### config.mk
export PLATFORM = sky130hd
export DESIGN_NAME = gf256_arithmetic_unit_flat
export DESIGN_NICKNAME = d
export VERILOG_FILES = /design/src/design/gfau_pkg.sv /design/src/design/gfau_req_if.sv /design/src/design/gfau_rsp_if.sv /design/src/design/gfau_inv_stage.sv /design/src/design/gfau_mul_stage.sv /design/src/design/gfau_out_stage.sv /design/src/design/gf256_arithmetic_unit.sv /design/src/flat_wrapper.sv
export SDC_FILE = /design/constraint.sdc
export NUM_CORES = 1
export LEC_CHECK = 0
export BUFFER_PORTS_ARGS = -buffer_cell sky130_fd_sc_hd__buf_4
export CAP_MARGIN = 20
export CORE_MARGIN = 8
export CORE_UTILIZATION = 50
export DETAILED_ROUTE_END_ITERATION = 8
export PLACE_DENSITY_LB_ADDON = 0.1
export SLEW_MARGIN = 10
export SYNTH_ARGS = -nofsm -noshare
export SYNTH_HDL_FRONTEND = slang
export SYNTH_HIERARCHICAL = 1
export SYNTH_SLANG_ARGS = --single-unit
export TNS_END_PERCENT = 100
### constraint.sdc
create_clock -name clock -period 2.55 [get_ports clock]
set_clock_uncertainty 0.1 [all_clocks]
set_input_delay 0.255 -clock clock [delete_from_list [all_inputs] [get_ports clock]]
set_output_delay 0.255 -clock clock [all_outputs]
set_load 0.05 [all_outputs]
### src/design/gfau_pkg.sv
// Package for the GF(2^8) arithmetic unit: operation codes, stage payload
// types, the carryless multiply function and the inverse table.
// No dependencies.
`default_nettype none

package gfau_pkg;

   typedef logic [2:0] kind_type;
   typedef logic [7:0] elem_type;
   typedef elem_type byte_table_type [256];

   localparam kind_type KIND_ADD = 3'd0;
   localparam kind_type KIND_SUB = 3'd1;
   localparam kind_type KIND_MUL = 3'd2;
   localparam kind_type KIND_DIV = 3'd3;
   localparam kind_type KIND_INV = 3'd4;

   localparam elem_type POLY_LOW = 8'h1B;
   localparam elem_type GENERATOR = 8'h03;

   typedef struct packed {
      kind_type kind;
      elem_type operand_a;
      elem_type operand_b;
   } req_type;

   typedef struct packed {
      kind_type kind;
      elem_type operand_a;
      elem_type operand_b;
      elem_type inverse;
   } s1_type;

   typedef struct packed {
      kind_type kind;
      elem_type sum;
      elem_type product;
      elem_type inverse;
      logic     b_zero;
   } s2_type;

   typedef struct packed {
      elem_type field_result;
      logic     zero_divisor;
   } rsp_type;

   function automatic elem_type gf_mul(input elem_type a, input elem_type b);
      elem_type acc;
      elem_type cur;
      acc = '0;
      cur = a;
      for (int i = 0; i < 8; i++) begin
         if (b[i]) begin
            acc = acc ^ cur;
         end
         cur = cur[7] ? ((cur << 1) ^ POLY_LOW) : (cur << 1);
      end
      return acc;
   endfunction

   // inverse via exp/log of generator 3; zero maps to zero
   function automatic byte_table_type build_inv_table();
      byte_table_type exp_t;
      byte_table_type log_t;
      byte_table_type inv_t;
      elem_type       p;
      p = 8'h01;
      for (int i = 0; i < 256; i++) begin
         exp_t[i] = '0;
         log_t[i] = '0;
         inv_t[i] = '0;
      end
      for (int i = 0; i < 255; i++) begin
         exp_t[i] = p;
         log_t[p] = 8'(i);
         p = gf_mul(p, GENERATOR);
      end
      for (int i = 1; i < 256; i++) begin
         inv_t[i] = exp_t[8'((255 - int'(log_t[i])) % 255)];
      end
      return inv_t;
   endfunction

   localparam byte_table_type INV_TABLE = build_inv_table();

endpackage

`default_nettype wire

### src/design/gfau_req_if.sv
// Request channel interface of the GF(2^8) arithmetic unit.
// Depends on gfau_pkg.
`default_nettype none

interface gfau_req_if;
   logic               valid;
   logic               ready;
   gfau_pkg::kind_type kind;
   gfau_pkg::elem_type operand_a;
   gfau_pkg::elem_type operand_b;

   modport source (output valid, output kind, output operand_a, output operand_b,
                   input ready);
   modport sink (input valid, input kind, input operand_a, input operand_b,
                 output ready);
endinterface

`default_nettype wire

### src/design/gfau_rsp_if.sv
// Response channel interface of the GF(2^8) arithmetic unit.
// Depends on gfau_pkg.
`default_nettype none

interface gfau_rsp_if;
   logic               valid;
   logic               ready;
   gfau_pkg::elem_type field_result;
   logic               zero_divisor;

   modport source (output valid, output field_result, output zero_divisor,
                   input ready);
   modport sink (input valid, input field_result, input zero_divisor,
                 output ready);
endinterface

`default_nettype wire

### src/design/gfau_inv_stage.sv
// Stage 1: registers the request and looks up the inverse of operand_b.
// Depends on gfau_pkg.
`default_nettype none

module gfau_inv_stage (
   input  wire logic             clock,
   input  wire logic             reset,
   input  wire logic             in_valid,
   output logic                  in_ready,
   input  wire gfau_pkg::req_type in_data,
   output logic                  out_valid,
   input  wire logic             out_ready,
   output gfau_pkg::s1_type      out_data
);
   import gfau_pkg::*;

   logic   valid_ff, valid_in;
   s1_type data_ff, data_in;

   assign in_ready = !valid_ff || out_ready;

   always_comb begin
      valid_in = valid_ff;
      data_in  = data_ff;
      if (in_ready) begin
         valid_in          = in_valid;
         data_in.kind      = in_data.kind;
         data_in.operand_a = in_data.operand_a;
         data_in.operand_b = in_data.operand_b;
         data_in.inverse   = INV_TABLE[in_data.operand_b];
      end
   end

   always_ff @(posedge clock) begin
      if (reset) begin
         valid_ff <= 1'b0;
      end else begin
         valid_ff <= valid_in;
      end
      data_ff <= data_in;
   end

   assign out_valid = valid_ff;
   assign out_data  = data_ff;

endmodule

`default_nettype wire

### src/design/gfau_mul_stage.sv
// Stage 2: carryless multiply with reduction, XOR sum and zero check.
// Depends on gfau_pkg.
`default_nettype none

module gfau_mul_stage (
   input  wire logic             clock,
   input  wire logic             reset,
   input  wire logic             in_valid,
   output logic                  in_ready,
   input  wire gfau_pkg::s1_type in_data,
   output logic                  out_valid,
   input  wire logic             out_ready,
   output gfau_pkg::s2_type      out_data
);
   import gfau_pkg::*;

   logic     valid_ff, valid_in;
   s2_type   data_ff, data_in;
   elem_type mul_b;

   assign in_ready = !valid_ff || out_ready;
   assign mul_b    = (in_data.kind == KIND_MUL) ? in_data.operand_b : in_data.inverse;

   always_comb begin
      valid_in = valid_ff;
      data_in  = data_ff;
      if (in_ready) begin
         valid_in        = in_valid;
         data_in.kind    = in_data.kind;
         data_in.sum     = in_data.operand_a ^ in_data.operand_b;
         data_in.product = gf_mul(in_data.operand_a, mul_b);
         data_in.inverse = in_data.inverse;
         data_in.b_zero  = (in_data.operand_b == '0);
      end
   end

   always_ff @(posedge clock) begin
      if (reset) begin
         valid_ff <= 1'b0;
      end else begin
         valid_ff <= valid_in;
      end
      data_ff <= data_in;
   end

   assign out_valid = valid_ff;
   assign out_data  = data_ff;

endmodule

`default_nettype wire

### src/design/gfau_out_stage.sv
// Stage 3: selects the result by operation and holds the response register.
// Depends on gfau_pkg.
`default_nettype none

module gfau_out_stage (
   input  wire logic             clock,
   input  wire logic             reset,
   input  wire logic             in_valid,
   output logic                  in_ready,
   input  wire gfau_pkg::s2_type in_data,
   output logic                  out_valid,
   input  wire logic             out_ready,
   output gfau_pkg::rsp_type     out_data
);
   import gfau_pkg::*;

   logic    valid_ff, valid_in;
   rsp_type data_ff, data_in;
   rsp_type sel;

   assign in_ready = !valid_ff || out_ready;

   always_comb begin
      sel = '0;
      case (in_data.kind) inside
         KIND_ADD, KIND_SUB: sel.field_result = in_data.sum;
         KIND_MUL:           sel.field_result = in_data.product;
         KIND_DIV: begin
            sel.field_result = in_data.b_zero ? '0 : in_data.product;
            sel.zero_divisor = in_data.b_zero;
         end
         KIND_INV: begin
            sel.field_result = in_data.b_zero ? '0 : in_data.inverse;
            sel.zero_divisor = in_data.b_zero;
         end
         default: sel = '0;
      endcase
   end

   always_comb begin
      valid_in = valid_ff;
      data_in  = data_ff;
      if (in_ready) begin
         valid_in = in_valid;
         data_in  = sel;
      end
   end

   always_ff @(posedge clock) begin
      if (reset) begin
         valid_ff <= 1'b0;
      end else begin
         valid_ff <= valid_in;
      end
      data_ff <= data_in;
   end

   assign out_valid = valid_ff;
   assign out_data  = data_ff;

endmodule

`default_nettype wire

### src/design/gf256_arithmetic_unit.sv
// GF(2^8) arithmetic unit, AES polynomial x^8+x^4+x^3+x+1.
// Request channel req (valid/ready): kind, operand_a, operand_b.
//   kind: add, subtract (XOR), multiply, divide (a * inverse of b),
//   inverse of operand_b. Unused codes return 0.
// Response channel rsp (valid/ready): field_result, zero_divisor.
//   zero_divisor is set, and field_result is 0, for divide or inverse
//   with operand_b equal to zero.
// A transfer happens on a rising clock edge with valid and ready high.
// Three register stages: inverse table lookup, carryless multiply with
// reduction, result select into the response register.
// The response passes the inverse, multiply and output registers after the
// request transfer; one item per cycle sustained while rsp.ready is high.
// Each stage is ready when empty or when the next stage takes its item,
// so a stalled receiver fills the pipe, then req.ready drops; nothing is
// lost or repeated.
// Reset (synchronous, active high) empties all stages.
// Depends on gfau_pkg, gfau_req_if, gfau_rsp_if and the stage modules.
`default_nettype none

module gf256_arithmetic_unit (
   input wire logic clock,
   input wire logic reset,
   gfau_req_if.sink   req,
   gfau_rsp_if.source rsp
);
   import gfau_pkg::*;

   req_type req_data;
   s1_type  s1_data;
   s2_type  s2_data;
   rsp_type rsp_data;
   logic    s1_valid, s1_ready;
   logic    s2_valid, s2_ready;

   assign req_data.kind      = req.kind;
   assign req_data.operand_a = req.operand_a;
   assign req_data.operand_b = req.operand_b;

   gfau_inv_stage u_inv (
      .clock     (clock),
      .reset     (reset),
      .in_valid  (req.valid),
      .in_ready  (req.ready),
      .in_data   (req_data),
      .out_valid (s1_valid),
      .out_ready (s1_ready),
      .out_data  (s1_data)
   );

   gfau_mul_stage u_mul (
      .clock     (clock),
      .reset     (reset),
      .in_valid  (s1_valid),
      .in_ready  (s1_ready),
      .in_data   (s1_data),
      .out_valid (s2_valid),
      .out_ready (s2_ready),
      .out_data  (s2_data)
   );

   gfau_out_stage u_out (
      .clock     (clock),
      .reset     (reset),
      .in_valid  (s2_valid),
      .in_ready  (s2_ready),
      .in_data   (s2_data),
      .out_valid (rsp.valid),
      .out_ready (rsp.ready),
      .out_data  (rsp_data)
   );

   assign rsp.field_result = rsp_data.field_result;
   assign rsp.zero_divisor = rsp_data.zero_divisor;

   // items in flight, for checks only
   logic [2:0] occ_ff, occ_in;

   always_comb begin
      occ_in = occ_ff;
      case ({req.valid && req.ready, rsp.valid && rsp.ready})
         2'b10:   occ_in = occ_ff + 3'd1;
         2'b01:   occ_in = occ_ff - 3'd1;
         default: occ_in = occ_ff;
      endcase
   end

   always_ff @(posedge clock) begin
      if (reset) begin
         occ_ff <= '0;
      end else begin
         occ_ff <= occ_in;
      end
   end

   a_occ_max: assert property (@(posedge clock) disable iff (reset)
      occ_ff <= 3'd3)
      else $error("more than three items in flight");

   a_rsp_has_item: assert property (@(posedge clock) disable iff (reset)
      rsp.valid |-> occ_ff != 3'd0)
      else $error("response valid with empty pipeline");

   a_stall_source: assert property (@(posedge clock) disable iff (reset)
      !req.ready |-> (rsp.valid && !rsp.ready))
      else $error("request stalled while response side is free");

   a_full_stall: assert property (@(posedge clock) disable iff (reset)
      (occ_ff == 3'd3 && !rsp.ready) |-> !req.ready)
      else $error("full pipeline took a transfer under stall");

endmodule

`default_nettype wire
### src/flat_wrapper.sv
// flat-port wrapper written by rule: the top's interface ports become plain ports
module gf256_arithmetic_unit_flat import gfau_pkg::*;
  (clock, reset, req_valid, req_kind, req_operand_a, req_operand_b, req_ready, rsp_valid, rsp_field_result, rsp_zero_divisor, rsp_ready);
  gfau_req_if req_i ();
  gfau_rsp_if rsp_i ();
  input wire logic clock;
  input wire logic reset;
  input wire logic [$bits(req_i.valid)-1:0] req_valid;
  input wire logic [$bits(req_i.kind)-1:0] req_kind;
  input wire logic [$bits(req_i.operand_a)-1:0] req_operand_a;
  input wire logic [$bits(req_i.operand_b)-1:0] req_operand_b;
  output wire logic [$bits(req_i.ready)-1:0] req_ready;
  output wire logic [$bits(rsp_i.valid)-1:0] rsp_valid;
  output wire logic [$bits(rsp_i.field_result)-1:0] rsp_field_result;
  output wire logic [$bits(rsp_i.zero_divisor)-1:0] rsp_zero_divisor;
  input wire logic [$bits(rsp_i.ready)-1:0] rsp_ready;
  assign req_i.valid = req_valid;
  assign req_i.kind = req_kind;
  assign req_i.operand_a = req_operand_a;
  assign req_i.operand_b = req_operand_b;
  assign req_ready = req_i.ready;
  assign rsp_valid = rsp_i.valid;
  assign rsp_field_result = rsp_i.field_result;
  assign rsp_zero_divisor = rsp_i.zero_divisor;
  assign rsp_i.ready = rsp_ready;
  gf256_arithmetic_unit u_core (.clock(clock), .reset(reset), .req(req_i), .rsp(rsp_i));
endmodule
==> results of run 1 <==
cell usage in the layout (no fill, tap or decap), drive strengths merged, types with 12 or more instances in the layout:
| cell | netlist | routed |
|---|---|---|
| buf | 47 | 112 |
| inv | 21 | 22 |
| dlygate4sd3 | 0 | 12 |
| xnor2 | 57 | 57 |
| xor2 | 20 | 20 |
| o21ai | 32 | 32 |
| nand2 | 52 | 52 |
| a211o | 12 | 12 |
| mux2i | 14 | 14 |
| nor3 | 14 | 14 |
| nand2b | 27 | 27 |
| a211oi | 21 | 21 |
| ha | 29 | 29 |
| o211ai | 12 | 12 |
| edfxtp | 64 | 64 |
| nor2 | 66 | 66 |
| a31oi | 18 | 18 |
| a21oi | 35 | 35 |
per-stage QoR:
stage                     area (sq um)  hold slack (ns)  power (W)  utilization
after floorplan                   6490            0.224    0.00276            -
after global placement            7130            0.332    0.00326        0.565
after detailed placement          7130            0.333    0.00328        0.565
after CTS                         7530           0.0599    0.00445        0.597
after global routing              7640           0.0880    0.00471        0.605
final                             7640           0.0677    0.00449        0.605
what timing repair did:
action	CTS	global route
gates resized for setup	0	7
endpoints found under the hold margin	14	0
buffers inserted	0	10
hold buffers	12	0
setup endpoints to repair	0	6
state kept, by name, indices dropped and copies added, names as in the netlist:
| register | count |
|---|---|
| u_core/u_out/out_data | 9 |
| u_core/u_out/out_valid | 1 |
| u_core/u_mul/out_valid | 1 |
| u_core/u_inv/out_valid | 1 |
| u_core/u_inv/out_data | 27 |
| u_core/u_mul/out_data | 28 |
routing by layer:
| layer | up-vias | wire [um] |
|---|---|---|
| li1 | 2745 | - |
| met5 | - | 0 |
| met2 | 325 | 8960 |
| met1 | 2787 | 8570 |
| met3 | 33 | 1590 |
| met4 | 0 | 385 |
layout make-up:
type | count | area [sq um] | area share
clock inverters | 7 | 53.8 | 0.00704
flip-flops and latches | 67 | 1980 | 0.259
clock buffers | 9 | 225 | 0.0295
inverters | 21 | 78.8 | 0.0103
well taps | 172 | 215 | 0.0282
repair buffers | 124 | 1040 | 0.136
multi-input cells | 553 | 4050 | 0.530
critical path, delay by kind of cell (launching register included):
family / cells / cell delay [ns]
multiplexers: 1 / 0.32
AND/OR/NAND/NOR: 2 / 0.30
buffers and inverters: 3 / 0.52
flip-flops: 1 / 0.42
XOR/XNOR: 3 / 0.63
path summary, 6_finish.rpt:
path                        startpoint                   endpoint  slack [ns]  cells after the start
max          u_core/u_inv/out_data[24]  u_core/u_mul/out_data[14]        0.03                      9
min                          req_valid     u_core/u_inv/out_valid        0.07                      3
max reg2reg  u_core/u_inv/out_data[24]  u_core/u_mul/out_data[14]        0.03                      9
min reg2reg     u_core/u_mul/out_valid     u_core/u_out/out_valid        0.36                      2
power groups by stage:
stage,Combinational [W],Sequential [W],Clock [W]
after global placement,0.00171,0.00155,0
after CTS,0.00175,0.00153,0.00116
final,0.00182,0.00153,0.00115
after global routing,0.00194,0.00155,0.00122
after detailed placement,0.00173,0.00155,0
after floorplan,0.00113,0.00163,0
cells by family after synthesis:
kind of cell	Yosys count
buffers and inverters	86
AOI/OAI and AO/OA	210
DFF	67
and+or+nand+nor	211
adders and majority gates	29
muxes	25
xor gates and xnor gates	78
==> impl_metrics.env, run 1 <==
export IMPL_cts_sinks=67
export IMPL_htree_levels=3
export IMPL_insertion_delay_ns=0.33
export IMPL_gp_congestion=0.998
export IMPL_die_x_um=130
export IMPL_rsz0062_at_grt="yes"
export IMPL_start_kind="register"
export IMPL_synth_area_leaders="edfxtp_1 30%, xnor2_1 7.4%, ha_1 5.6%"
export IMPL_pre_cts_ws_ns=0.0372
export IMPL_dp_cells=915
export IMPL_ys_ff_latch=67
export IMPL_synth_top_cell_area_share=0.297
export IMPL_path_common_cell="xnor2_1"
export IMPL_drive_above_1_share=0.222
export IMPL_netlist_top_cells_count="64 x edfxtp_1, 59 x nor2_1, 55 x xnor2_1"
export IMPL_drc=0
export IMPL_antenna_left=0
export IMPL_slew_headroom=0.542
export IMPL_grt_pass1_vias=5395
export IMPL_drt_iter0_drc=684
export IMPL_crit_chain="nor3b_4 -> buf_12 -> buf_4 -> mux2i_2 -> buf_4 -> nor2_1 -> xnor2_1 -> xnor2_1 -> xnor2_1"
export IMPL_crit_path_end_kind="register"
export IMPL_finalNonFillerCells=953
export IMPL_hold_viol=0
export IMPL_seqPwrFrac=0.341
export IMPL_post_drt_wl_per_cell_um=20.5
export IMPL_synthMuxAreaShare=0.0466
export IMPL_avgSynthCellArea_sq_um=9.17
export IMPL_layout_min_cycle_time_ns=2.52
export IMPL_yosysMostFrequentCell="edfxtp_1"
export IMPL_grt_ovfl_total=0
export IMPL_syn_area_sq_um=6480
export IMPL_hpwl_um=14200
export IMPL_grt_use_total=0.234
export IMPL_netlist_instances=706
export IMPL_synth_cell_type_count=84
export IMPL_cts_buffers=9
export IMPL_synth_edf_count=64
export IMPL_synthXorXnorAreaFrac=0.112
export IMPL_grt_max_degree=71
export IMPL_use_met3=0.0437
export IMPL_coreArea_sq_um=12600
export IMPL_critPathArrivalTime_ns=2.54
export IMPL_synth_top_family_by_area="compound AO/OA/AOI/OAI gates"
export IMPL_ir_drop_v=0.000271
export IMPL_drv_slew=0
export IMPL_p_int_w=0.00291
export IMPL_initial_core_util=0.513
export IMPL_die_area_sq_um=16900
export IMPL_vias=5890
export IMPL_fmax_ghz=0.397
export IMPL_status="complete, no violations"
export IMPL_ys_seq_area_frac=0.306
export IMPL_fp_dieH_um=130
export IMPL_met1_usage=0.321
export IMPL_diodes=0
export IMPL_grt_use_met2=0.365
export IMPL_cp_slowest_cell="edfxtp_1"
export IMPL_ys_flop_type="edfxtp_1"
export IMPL_cp_max_fo=13
export IMPL_leakagePower_nw=2.95
export IMPL_wirelength_um=19500
export IMPL_synth_compound_area_share=0.240
export IMPL_max_stage_delay_ns=0.42
export IMPL_fillCellCount=1122
export IMPL_synthesis_nets=758
export IMPL_drv_cap=0
export IMPL_synth_fa_ha_area_frac=0.0560
export IMPL_min_path_type="primary input to register"
export IMPL_firstDrtPassIters=5
export IMPL_nets=828
export IMPL_p_sw_w=0.00159
export IMPL_fin_ws_ns=0.0342
export IMPL_fp_row_count=41
export IMPL_synth_simple_area_share=0.165
export IMPL_ios=34
export IMPL_switching_share=0.353
export IMPL_postSynth_asyncResetShare=0
export IMPL_power_per_cell_area_nw_per_um2=588
export IMPL_antenna_found_initial=0
export IMPL_clk_pin_slew_ns=0.06
export IMPL_setup_viol=0
export IMPL_p_comb_frac=0.404
export IMPL_synth_largest_area_cell="edfxtp_1"
export IMPL_tns_ns=0
export IMPL_power_frac_clock=0.255
export IMPL_worstMarginPinSlew_ns=0.687
export IMPL_finalCritPeriodShare=0.987
export IMPL_yosys_warnings=6
export IMPL_critPathKind="register to register"
export IMPL_cts_tree="yes"
export IMPL_grt_pass1_wl_um=30500
export IMPL_avgViaCountPerCell=6.18
export IMPL_io_buffers=33
export IMPL_area_growth_pct=18.0
export IMPL_ctsLongestPathBuffers=2
export IMPL_grt_busiest_layer="met2"
export IMPL_cp_required_ns=2.57
export IMPL_clockRootBuffer="clkbuf_16"
No activity file was read; power rests on OpenSTA's default activity.
==> inputs of run 2 (changes only) <==
- CORE_ASPECT_RATIO: unset -> 0.6
- CTS_CLUSTER_DIAMETER: unset -> 50
==> run 2 against run 1 <==
The run now ends with negative setup slack left. Die area rose by 0.71%. Critical path type unchanged. Sequential cell count unchanged. Final cell count rose by 2.2%. Sequential power is essentially flat. Global-route usage increased by 2.1 points. Register-to-register slack worse by 0.14 ns. Critical path depth unchanged. Setup slack got worse by 0.14 ns. First-iteration DRC count increased by 33%. Maximum frequency shrank 5.3%. Critical endpoint is now u_core/u_mul/out_data[12].
==> impl_metrics.env, run 2 (synthesized netlist as in run 1, its figures left out) <==
export IMPL_area_growth_pct=24.8
export IMPL_antenna_found_initial=0
export IMPL_min_from="req_operand_a[0]"
export IMPL_cts_buffers=9
export IMPL_r2r_start="u_core/u_inv/out_data[24]"
export IMPL_start_kind="register"
export IMPL_fin_ws_ns=-0.107
export IMPL_insertion_delay_ns=0.33
export IMPL_cts_tree="yes"
export IMPL_fmax_ghz=0.376
export IMPL_firstDrtPassIters=5
export IMPL_min_path_type="primary input to register"
export IMPL_antenna_left=0
export IMPL_grt_ovfl_total=0
export IMPL_ff2ff_path_depth=9
export IMPL_ir_drop_v=0.000388
export IMPL_hold_viol=0
export IMPL_grt_use_total=0.255
export IMPL_critPathKind="register to register"
export IMPL_crit_path_end_kind="register"
export IMPL_largest_reg_flops=28
export IMPL_avgViaCountPerCell=6.35
export IMPL_power_per_cell_area_nw_per_um2=617
export IMPL_wirelength_um=22400
export IMPL_finalCritPeriodShare=1.04
export IMPL_htree_levels=3
export IMPL_ctsLongestPathBuffers=2
export IMPL_critPathArrivalTime_ns=2.62
export IMPL_diodes=0
export IMPL_ios=34
export IMPL_drive_above_1_share=0.281
export IMPL_vias=6182
export IMPL_slew_headroom=0.528
export IMPL_setup_viol=5
export IMPL_clk_pin_slew_ns=0.06
export IMPL_leakagePower_nw=3.19
export IMPL_clockRootBuffer="clkbuf_16"
export IMPL_initial_core_util=0.509
export IMPL_grt_max_degree=48
export IMPL_grt_pass1_vias=5798
export IMPL_violations="negative setup slack"
export IMPL_post_drt_wl_per_cell_um=23.0
export IMPL_io_buffers=33
export IMPL_hold_depth=1
export IMPL_coreArea_sq_um=12700
export IMPL_grt_pass1_wl_um=33800
export IMPL_drt_iter0_drc=912
export IMPL_r2r_end="u_core/u_mul/out_data[12]"
export IMPL_drv_cap=0
export IMPL_fp_row_count=32
export IMPL_layout_common_cells="123 x buf_4, 64 x edfxtp_1, 53 x nor2_1"
export IMPL_fp_dieH_um=104
export IMPL_worstMarginPinSlew_ns=0.704
export IMPL_status="complete, but fails checks"
export IMPL_hpwl_um=16300
export IMPL_die_x_um=163
export IMPL_nets=851
export IMPL_layout_min_cycle_time_ns=2.66
export IMPL_tns_ns=-0.310
export IMPL_r2r_setup_slack_ns=-0.11
export IMPL_die_area_sq_um=17000
export IMPL_cp_required_ns=2.51
export IMPL_dp_cells=935
export IMPL_cp_max_fo=8
export IMPL_gp_congestion=0.992
export IMPL_min_to="u_core/u_inv/out_data[16]"
export IMPL_final_common_cell="buf_4"
export IMPL_drc=0
export IMPL_finalNonFillerCells=974
export IMPL_drv_slew=0
export IMPL_rsz0062_at_grt="yes"
export IMPL_cts_sinks=67
## run 2: changes by cell type in the layout (fill, tap and decap cells not counted), moves of 3 or more
cell,change
nor2_1,-6
xnor2_1,-14
xnor2_2,+14
mux2_2,-3
buf_4,+18
nor2_2,+4
mux2_4,+3
buf_6,+5
## run 2: how the worst max path moves through the flow
stage,start,endpoint,slack [ns],depth (start not counted)
floorplan,u_core/u_inv/out_data[24],u_core/u_mul/out_data[11],0.03,8
global placement,req_operand_b[0],u_core/u_inv/out_data[3],-0.07,10
detailed placement,u_core/u_inv/out_data[24],u_core/u_mul/out_data[12],-0.06,10
CTS,u_core/u_inv/out_data[26],u_core/u_mul/out_data[14],-0.04,10
global route,u_core/u_inv/out_data[24],u_core/u_mul/out_data[12],-0.14,9
finish,u_core/u_inv/out_data[24],u_core/u_mul/out_data[12],-0.11,9
## run 2: metrics by stage
step	cell area [sq um]	hold WS [ns]	setup WS, ns	util	power [W]
after floorplan	6490	0.224	0.0265	-	0.00276
after global placement	7300	0.328	-0.0733	0.573	0.00335
after detailed placement	7300	0.334	-0.0560	0.573	0.00337
after CTS	7870	0.00156	-0.0393	0.618	0.00481
after global routing	8090	0.00203	-0.138	0.635	0.00518
final	8090	0.0128	-0.107	0.635	0.00499
## run 2: final cells by class
cell class                      instances  area, sq um
Clock inverter                          6         90.1
Inverter                               21         78.8
Fill cell                            1051         4650
Clock buffer                           10          229
Tap cell                              170          213
Sequential cell                        67         1980
Multi-Input combinational cell        553         4250
Timing Repair Buffer                  147         1240
## run 2: worst max-delay path: stages (launching register included)
cell and delay [ns]:
edfxtp_1 0.44, nor3b_4 0.33, buf_12 0.19, buf_4 0.12, mux2_4 0.35, nand3_1 0.11, o21ai_1 0.08, a211o_1 0.31
xnor2_2 0.24, xnor2_2 0.12
## run 2: what timing repair did
| item | CTS | global route |
|---|---|---|
| hold buffers | 8 | 2 |
| buffers inserted | 7 | 7 |
| endpoints found under the hold margin | 10 | 2 |
| pin swaps | 19 | 25 |
| setup endpoints to repair | 3 | 8 |
| gates resized for setup | 20 | 32 |
| cloned | 1 | 1 |
## run 2: metal layers
metal / vias to the layer above / GRT usage / part of all wire
li1: 2792 / - / -
met4: 0 / 0.0443 / 0.011
met1: 2978 / 0.395 / 0.47
met3: 28 / 0.104 / 0.14
met5: - / 0 / 0
met2: 384 / 0.316 / 0.38
## run 2: where the power goes
group	switching [W]	total [W]	internal, W	leakage, nW
clock network	0.000465	0.00132	0.000859	0.153
registers	0.000107	0.00155	0.00144	0.707
logic	0.00117	0.00212	0.000952	2.33
total	0.00174	0.00499	0.00325	3.19
==> inputs of run 3 (changes only) <==
- ABC_CLOCK_PERIOD_IN_PS: unset -> 2550
- MAX_ROUTING_LAYER: unset -> met4
- SKIP_CTS_REPAIR_TIMING: unset -> 1
==> run 3 against run 2 <==
The flow still finishes with violations (negative setup slack). Sequential cell count unchanged. Setup slack gained 0.068 ns. Cell area down 0.28%. Critical path type unchanged. Critical endpoint is now u_core/u_mul/out_data[13].
==> impl_metrics.env, run 3 (synthesized netlist as in run 1, its figures left out) <==
export IMPL_crit_chain="nor3b_4 -> buf_12 -> buf_8 -> mux2i_1 -> buf_4 -> nor2_1 -> xnor2_2 -> xnor2_2 -> xnor2_2 -> xnor2_2"
export IMPL_cts_tree="yes"
export IMPL_nets=852
export IMPL_grt_use_total=0.262
export IMPL_layout_common_cells="119 x buf_4, 64 x edfxtp_1, 56 x nor2_1"
export IMPL_min_path_type="primary input to register"
export IMPL_path_buf_inv=3
export IMPL_area_growth_pct=24.5
export IMPL_fp_row_count=32
export IMPL_start_kind="register"
export IMPL_rsz0062_at_grt="yes"
export IMPL_grt_ovfl_total=0
export IMPL_pre_cts_ws_ns=-0.0400
export IMPL_drc=0
export IMPL_firstDrtPassIters=5
export IMPL_critPathArrivalTime_ns=2.56
export IMPL_grt_pass1_vias=5601
export IMPL_gp_congestion=1.03
export IMPL_clockRootBuffer="clkbuf_16"
export IMPL_post_drt_wl_per_cell_um=23.0
export IMPL_path_common_cell="xnor2_2"
export IMPL_cts_buffers=9
export IMPL_htree_levels=3
export IMPL_power_per_cell_area_nw_per_um2=610
export IMPL_final_common_cell="buf_4"
export IMPL_grt_max_degree=50
export IMPL_ctsLongestPathBuffers=2
export IMPL_cp_num_cells=10
export IMPL_fin_area_sq_um=8060
export IMPL_cp_required_ns=2.52
export IMPL_diodes=0
export IMPL_drt_iter0_drc=985
export IMPL_grt_pass1_wl_um=33700
export IMPL_r2r_end="u_core/u_mul/out_data[13]"
export IMPL_insertion_delay_ns=0.33
export IMPL_fin_util=0.633
export IMPL_ir_drop_v=0.000382
export IMPL_io_buffers=33
export IMPL_status="complete, but fails checks"
export IMPL_die_area_sq_um=17000
export IMPL_place_area_sq_um=7270
export IMPL_largest_reg_flops=28
export IMPL_hpwl_um=16500
export IMPL_leakagePower_nw=3.18
export IMPL_antenna_left=0
export IMPL_antenna_found_initial=0
export IMPL_clk_pin_slew_ns=0.06
export IMPL_tns_ns=-0.0611
export IMPL_fin_ws_ns=-0.0393
export IMPL_critPathKind="register to register"
export IMPL_fp_dieH_um=104
export IMPL_drv_cap=0
export IMPL_drv_slew=0
export IMPL_critPathLaunch="u_core/u_inv/out_data[26]"
export IMPL_initial_core_util=0.509
export IMPL_ff2ff_path_depth=10
export IMPL_max_stage_delay_ns=0.44
export IMPL_setup_viol=2
export IMPL_ios=34
export IMPL_r2r_start="u_core/u_inv/out_data[26]"
export IMPL_coreArea_sq_um=12700
export IMPL_r2r_setup_slack_ns=-0.04
export IMPL_finalCritPeriodShare=1.02
export IMPL_layout_min_cycle_time_ns=2.59
export IMPL_hold_viol=0
export IMPL_cp_slowest_cell="edfxtp_1"
export IMPL_avgViaCountPerCell=6.36
export IMPL_drive_above_1_share=0.277
export IMPL_cts_sinks=67
export IMPL_worstMarginPinSlew_ns=0.689
export IMPL_vias=6198
export IMPL_cp_max_fo=8
export IMPL_fmax_ghz=0.386
export IMPL_wirelength_um=22400
export IMPL_critical_path_top_delay_family="XOR/XNOR gates"
export IMPL_cp_endpoint="u_core/u_mul/out_data[13]"
export IMPL_crit_path_end_kind="register"
export IMPL_slew_headroom=0.541
export IMPL_violations="negative setup slack"
export IMPL_die_x_um=163
run 3: cell count changes in the layout (fill, tap and decap cells not counted), sizes merged:
cell           previous run  this run
dlygate4sd3              10        12
clkbuf                   10         9
inv                      22        23
clkdlybuf4s15             1         0
run 3: per-layer routing:
| layer | wire, um | track usage | vias to the layer above |
|---|---|---|---|
| met5 | 0 | - | - |
| met4 | 238 | 0.0385 | 0 |
| met3 | 3020 | 0.0960 | 32 |
| met2 | 8370 | 0.313 | 417 |
| met1 | 10800 | 0.405 | 2949 |
| li1 | - | - | 2800 |
run 3: report_power, final:
group / switching (W) / internal (W)
sequential: 0.000116 / 0.00144
clock: 0.000470 / 0.000862
combinational: 0.00111 / 0.000919
run 3: cell type report:
cell class,count,area (sq um)
multi-input cells,553,4210
clock inverters,7,98.8
inverters,21,78.8
clock buffers,9,225
repair buffers,148,1250
well taps,170,213
flip-flops and latches,67,1980
fillers,1068,4670
run 3: through the flow:
step,total power [W],hold WS [ns],instances
after CTS,0.00470,-0.0138,947
after detailed placement,0.00336,0.334,931
after global routing,0.00513,0.0983,975
final,0.00492,0.0754,975
after floorplan,0.00276,0.224,706
after global placement,0.00333,0.330,931
run 3: worst min-delay path by stage:
| stage | from | end | slack, ns | cells after the start |
|---|---|---|---|---|
| after CTS | reset | u_core/u_inv/out_valid | -0.01 | 2 |
| after global routing | req_valid | u_core/u_inv/out_valid | 0.1 | 3 |
| after floorplan | reset | u_core/u_inv/out_valid | 0.22 | 1 |
| final | req_valid | u_core/u_inv/out_valid | 0.08 | 3 |
| after global placement | reset | u_core/u_out/out_valid | 0.33 | 2 |
| after detailed placement | req_operand_a[1] | u_core/u_inv/out_data[17] | 0.33 | 1 |
run 3: worst register-to-register path, cell delays in order, from the launching register on:
cell and delay, ns:
edfxtp_1 0.44, nor3b_4 0.27, buf_12 0.16, buf_8 0.13, mux2i_1 0.19, buf_4 0.16
nor2_1 0.07, xnor2_2 0.25, xnor2_2 0.13, xnor2_2 0.31, xnor2_2 0.12
